===== src/rtl/sbl_pkg.sv =====
`default_nettype none

package sbl_pkg;

   // Field and register widths.
   localparam int PIXEL_W      = 8;
   localparam int GRAD_W       = 11;
   localparam int WIDTH_REG_W  = 11;
   localparam int HEIGHT_REG_W = 13;
   localparam int CSR_ADDR_W   = 3;
   localparam int CSR_DATA_W   = 32;

   // Reset values of the configuration registers.
   localparam logic [WIDTH_REG_W-1:0]  WIDTH_RESET  = 11'd1024;
   localparam logic [HEIGHT_REG_W-1:0] HEIGHT_RESET = 13'd1024;

   // Register indexes (word address bit 2).
   localparam logic REG_IMAGE_WIDTH  = 1'b0;
   localparam logic REG_IMAGE_HEIGHT = 1'b1;

   // One input word causes at most this many result words.
   localparam int MAX_RUN   = 4;
   localparam int RUN_CNT_W = 3;

   // Result queue geometry.
   localparam int QUEUE_DEPTH = 8;
   localparam int PTR_W       = 3;
   localparam int LEVEL_W     = 4;

   // The 3x3 window, indexed [row][column], row 0 on top, column 0 on the left.
   typedef logic [2:0][2:0][PIXEL_W-1:0] window_type;

   // One result word.
   typedef struct packed {
      logic signed [GRAD_W-1:0] grad_x;
      logic signed [GRAD_W-1:0] grad_y;
      logic                     last_of_run;
      logic                     frame_end;
   } rsp_entry_type;

   // The result words that one input word pushes into the queue, packed from entry 0.
   typedef struct packed {
      logic [RUN_CNT_W-1:0]         count;
      rsp_entry_type [MAX_RUN-1:0]  entry;
   } rsp_push_type;

   // Position flags worked out when a pixel is accepted.
   typedef struct packed {
      logic top_row;
      logic left_col;
      logic has_result;
      logic row_end;
      logic last_row;
   } step_flags_type;

   // Sobel gradients over window rows t, m, b and columns l, c, r.
   function automatic rsp_entry_type sobel_at(window_type win,
                                              logic [1:0] t, logic [1:0] m, logic [1:0] b,
                                              logic [1:0] l, logic [1:0] c, logic [1:0] r,
                                              logic fend);
      logic [GRAD_W-1:0] right_sum;
      logic [GRAD_W-1:0] left_sum;
      logic [GRAD_W-1:0] bottom_sum;
      logic [GRAD_W-1:0] top_sum;
      rsp_entry_type     result;
      right_sum  = {3'b000, win[t][r]} + {2'b00, win[m][r], 1'b0} + {3'b000, win[b][r]};
      left_sum   = {3'b000, win[t][l]} + {2'b00, win[m][l], 1'b0} + {3'b000, win[b][l]};
      bottom_sum = {3'b000, win[b][l]} + {2'b00, win[b][c], 1'b0} + {3'b000, win[b][r]};
      top_sum    = {3'b000, win[t][l]} + {2'b00, win[t][c], 1'b0} + {3'b000, win[t][r]};
      result.grad_x      = right_sum - left_sum;
      result.grad_y      = bottom_sum - top_sum;
      result.last_of_run = 1'b0;
      result.frame_end   = fend;
      return result;
   endfunction

endpackage

`default_nettype wire


===== src/rtl/sbl_rsp_queue.sv =====
`default_nettype none

// Result queue: takes up to four words a cycle, gives one word a cycle when popped.
module sbl_rsp_queue (
   input  wire logic                         clock,
   input  wire logic                         reset,
   input  wire sbl_pkg::rsp_push_type        push,
   input  wire logic                         pop,
   output sbl_pkg::rsp_entry_type            head,
   output logic                              head_valid,
   output logic [sbl_pkg::LEVEL_W-1:0]       level
);

   sbl_pkg::rsp_entry_type          slot_ff [sbl_pkg::QUEUE_DEPTH];
   logic [sbl_pkg::PTR_W-1:0]       wr_ptr_ff, wr_ptr_in;
   logic [sbl_pkg::PTR_W-1:0]       rd_ptr_ff, rd_ptr_in;
   logic [sbl_pkg::LEVEL_W-1:0]     level_ff, level_in;
   logic [sbl_pkg::PTR_W-1:0]       wr_slot [sbl_pkg::MAX_RUN];

   // Slot addresses for the words pushed this cycle.
   always_comb begin
      for (int k = 0; k < sbl_pkg::MAX_RUN; k++) begin
         wr_slot[k] = wr_ptr_ff + sbl_pkg::PTR_W'(k);
      end
   end

   // Payload storage.
   always_ff @(posedge clock) begin
      for (int k = 0; k < sbl_pkg::MAX_RUN; k++) begin
         if (sbl_pkg::RUN_CNT_W'(k) < push.count) begin
            slot_ff[wr_slot[k]] <= push.entry[k];
         end
      end
   end

   // Pointer and fill level updates.
   always_comb begin
      wr_ptr_in = wr_ptr_ff + sbl_pkg::PTR_W'(push.count);
      rd_ptr_in = rd_ptr_ff + sbl_pkg::PTR_W'(pop);
      level_in  = level_ff + sbl_pkg::LEVEL_W'(push.count) - sbl_pkg::LEVEL_W'(pop);
   end

   always_ff @(posedge clock) begin
      if (reset) begin
         wr_ptr_ff <= '0;
         rd_ptr_ff <= '0;
         level_ff  <= '0;
      end else begin
         wr_ptr_ff <= wr_ptr_in;
         rd_ptr_ff <= rd_ptr_in;
         level_ff  <= level_in;
      end
   end

   assign head       = slot_ff[rd_ptr_ff];
   assign head_valid = (level_ff != '0);
   assign level      = level_ff;

endmodule

`default_nettype wire

===== config.mk =====
export PLATFORM = sky130hd
export DESIGN_NAME = sbl_rsp_queue
export DESIGN_NICKNAME = d
export VERILOG_FILES = /design/src/rtl/sbl_pkg.sv /design/src/rtl/sbl_rsp_queue.sv
export SDC_FILE = /design/constraint.sdc
export NUM_CORES = 1
export LEC_CHECK = 0
export ABC_AREA = 0
export BUFFER_PORTS_ARGS = -buffer_cell sky130_fd_sc_hd__buf_2
export CORE_MARGIN = 8
export CORE_UTILIZATION = 45
export CTS_CLUSTER_DIAMETER = 50
export DETAILED_ROUTE_END_ITERATION = 12
export HOLD_SLACK_MARGIN = 0.08
export SLEW_MARGIN = 5
export SYNTH_ARGS = -nofsm -noshare
export SYNTH_HDL_FRONTEND = slang
export SYNTH_SLANG_ARGS = --single-unit

===== constraint.sdc =====
create_clock -name clock -period 12.85 [get_ports clock]
set_input_delay 2.57 -clock clock [delete_from_list [all_inputs] [get_ports clock]]
set_output_delay 2.57 -clock clock [all_outputs]
set_load 0.02 [all_outputs]

==> impl_metrics.yaml <==
timing:
  fin_crit_sh_pct: 42.8
  setup_tns_ns: 0
  hold_viol: 0
  drv_slew: 0
  relSlewSlack_pct: 5.58
  setup_violations: 0
  worst_pin_slew_ns: 1.41
  rsz0062_at_grt: "false"
  fmax_ghz: 0.182
  fin_skew_ns: 0.0224
  fin_crit_ns: 5.49
clock_network:
  clock_path_buffers: 3
  clkLatencyLatePin_ns: 0.56
  clockRootBuffer: "clkbuf_16"
  post-cts-setup-buffers: 0
  cts_tree: "built"
  htreeDepth: 1
  cts_resized: 0
  hold_buffers: 0
  numClockSinks: 202
  clkSlewWorstSetupHoldPaths_ns: 0.05
  cts_buffers: 29
logic_synthesis:
  synthXorXnorAreaFrac_pct: 1.02
  yosysMostFrequentCell: "edfxtp_1"
  synthAdderAreaFrac_pct: 1.51
  ys_seq_area_share_pct: 45.5
  synth_compound_area_share_pct: 18.6
  synth_top_flop_cell: "edfxtp_1"
  synth_top_area_share_pct: 44.0
  synthesis.nets: 1383
  syn_inst: 1268
  synthArstFlopShare_pct: 0
  ys_top_cells_by_area: "edfxtp_1 (44%), o22ai_1 (8.8%), mux4_2 (8.3%)"
  synth_area_um2: 13100
  synthMuxAreaShare_pct: 17.9
  yosysWarnings: 0
  synth_cell_type_count: 46
  ys_ff_latch: 202
  ys_top_cells_by_count: "edfxtp_1 (192), nand2_1 (190), o22ai_1 (184), clkbuf_1 (98), mux2i_1 (96)"
  yosysTopAreaCell: "edfxtp_1"
  avgSynthCellArea_um2: 10.3
  synth_top_family_by_area: "compound AO/OA/AOI/OAI gates"
  synth-simple-area-share_pct: 8.04
  synth_edf_count: 192
critical_path:
  crit_path_end_kind: "primary output"
  crit_required_ns: 10.28
  cp-start-kind: "flop"
  cp_max_fo: 42
  criticalPathCategory: "flop to primary output"
  arrival_ns: 2.92
min_path:
  hp-class: "flop to flop"
finish:
  layout-drive-gt1-share_pct: 23.5
  diodes: 0
  layout.nets: 1382
  fin_cells: 1673
  fillers: 2601
  areaGrowthSynthToFinish_pct: 11.7
route:
  viasPerCell: 6.82
  ant_nets: 0
  wl_mm: 49.1
  vias: 11400
  wl_per_cell_um: 29.3
  post-route-drc-count: 0
  drt_pass1_iterations: 6
  drt-initial-drc-count: 1715
placement:
  place.port_buffers: 130
  dp_hpwl_mm: 28.3
  gp_congestion: 0.837
  dp_cells: 1620
global_routing:
  grt_pass1_wl_mm: 72.9
  grt_max_degree: 43
  grtUsageTotal_pct: 27.0
  antenna_found_initial: 0
  grt_pass1_vias: 11300
  overflow: 0
die:
  start_util_pct: 45.6
  rows: 62
  die_y_um: 187
  core_um2: 28700
  die_area_um2: 34800
  ioPinCount: 131
  die_w_um: 187
outcome:
  status: "complete, no violations"
job:
  drv_cap: 0
pwr:
  totalPowerFinal_uw: 2690
  power.density_nw_per_um2: 184
  ir_worst_vdd_mv: 0.103
  leakage_uw: 0.00533
## kinds of logic after synthesis
family / Yosys count
AND/OR/NAND/NOR: 248
buffers and inverters: 218
XOR/XNOR: 11
AO/OA/AOI/OAI: 403
multiplexers: 171
adder cells (fa/ha/maj): 15
flip-flops: 202
## cells in the final DEF, fill, tap and decap left out, types with 3 or more instances in the layout
cell type    n
edfxtp_1   192
nand2_1    190
o22ai_1    184
buf_2      130
mux2i_1     96
a31oi_1     93
a21oi_1     91
mux4_2      48
buf_4       39
clkbuf_16   32
mux2_2      26
inv_1       17
nand3_1     12
ha_1        11
or3_1       10
clkbuf_1    10
nor2_1       8
o21ai_0      8
nor2b_1      7
xnor2_1      7
and2_1       7
o211ai_1     7
dfxtp_1      7
a22oi_1      6
a21o_1       5
nor3_4       3
inv_6        3
clkinv_1     3
## report_power, final
group	leakage, uW	switching [uW]	internal, uW
Sequential	0.00190	60.7	969
Clock	0.000454	308	477
Combinational	0.00298	569	309
Total	0.00533	937	1760
## path summary, 6_finish.rpt
check,from,to,slack (ns),cells past startpoint
max,rd_ptr_ff[0],head[19],7.36,4
min,level[3],level[3],0.64,3
max reg2reg,wr_ptr_ff[0],slot_ff[6][23],8.84,6
min reg2reg,level[3],level[3],0.64,3
## metal layers
layer / track usage (%) / share of wire [%] / routed length (um) / up-vias
li1: - / - / - / 4859
met1: 36.9 / 40 / 19600 / 5517
met2: 41.1 / 44 / 21800 / 925
met3: 7.53 / 13 / 6250 / 115
met4: 9.04 / 3.1 / 1520 / 0
met5: 0 / 0 / 0 / -
## worst max-delay path, cell delays in order, from the launching register on
cell	delay, ns
dfxtp_4	0.44
buf_4	0.76
mux4_2	0.67
mux2_2	0.31
buf_2	0.16
## registers in the layout, summed over array words and instances, names as in the netlist
register and flops:
wr_ptr_ff 3, slot_ff 192, rd_ptr_ff 3, level 4
## final cells by class
cell class | instances | area [um2] | area share (%)
clock buffers | 43 | 852 | 5.82
clock inverters | 10 | 85.1 | 0.581
inverters | 17 | 63.8 | 0.436
multi-input cells | 848 | 6240 | 42.6
flip-flops and latches | 202 | 5970 | 40.8
well taps | 384 | 480 | 3.28
repair buffers | 169 | 943 | 6.45
## metrics by stage
stage	hold slack [ns]	area [um2]	utilization, %	setup slack (ns)
3_3_place_gp	0.637	13700	47.7	7.82
2_1_floorplan	0.578	13100	-	6.51
3_5_place_dp	0.632	13700	47.7	7.82
4_1_cts	0.649	14600	51.0	7.32
6_report	0.642	14600	51.0	7.36
5_1_grt	0.723	14600	51.0	7.21
Note: power is estimated with default switching activity, not from simulation.
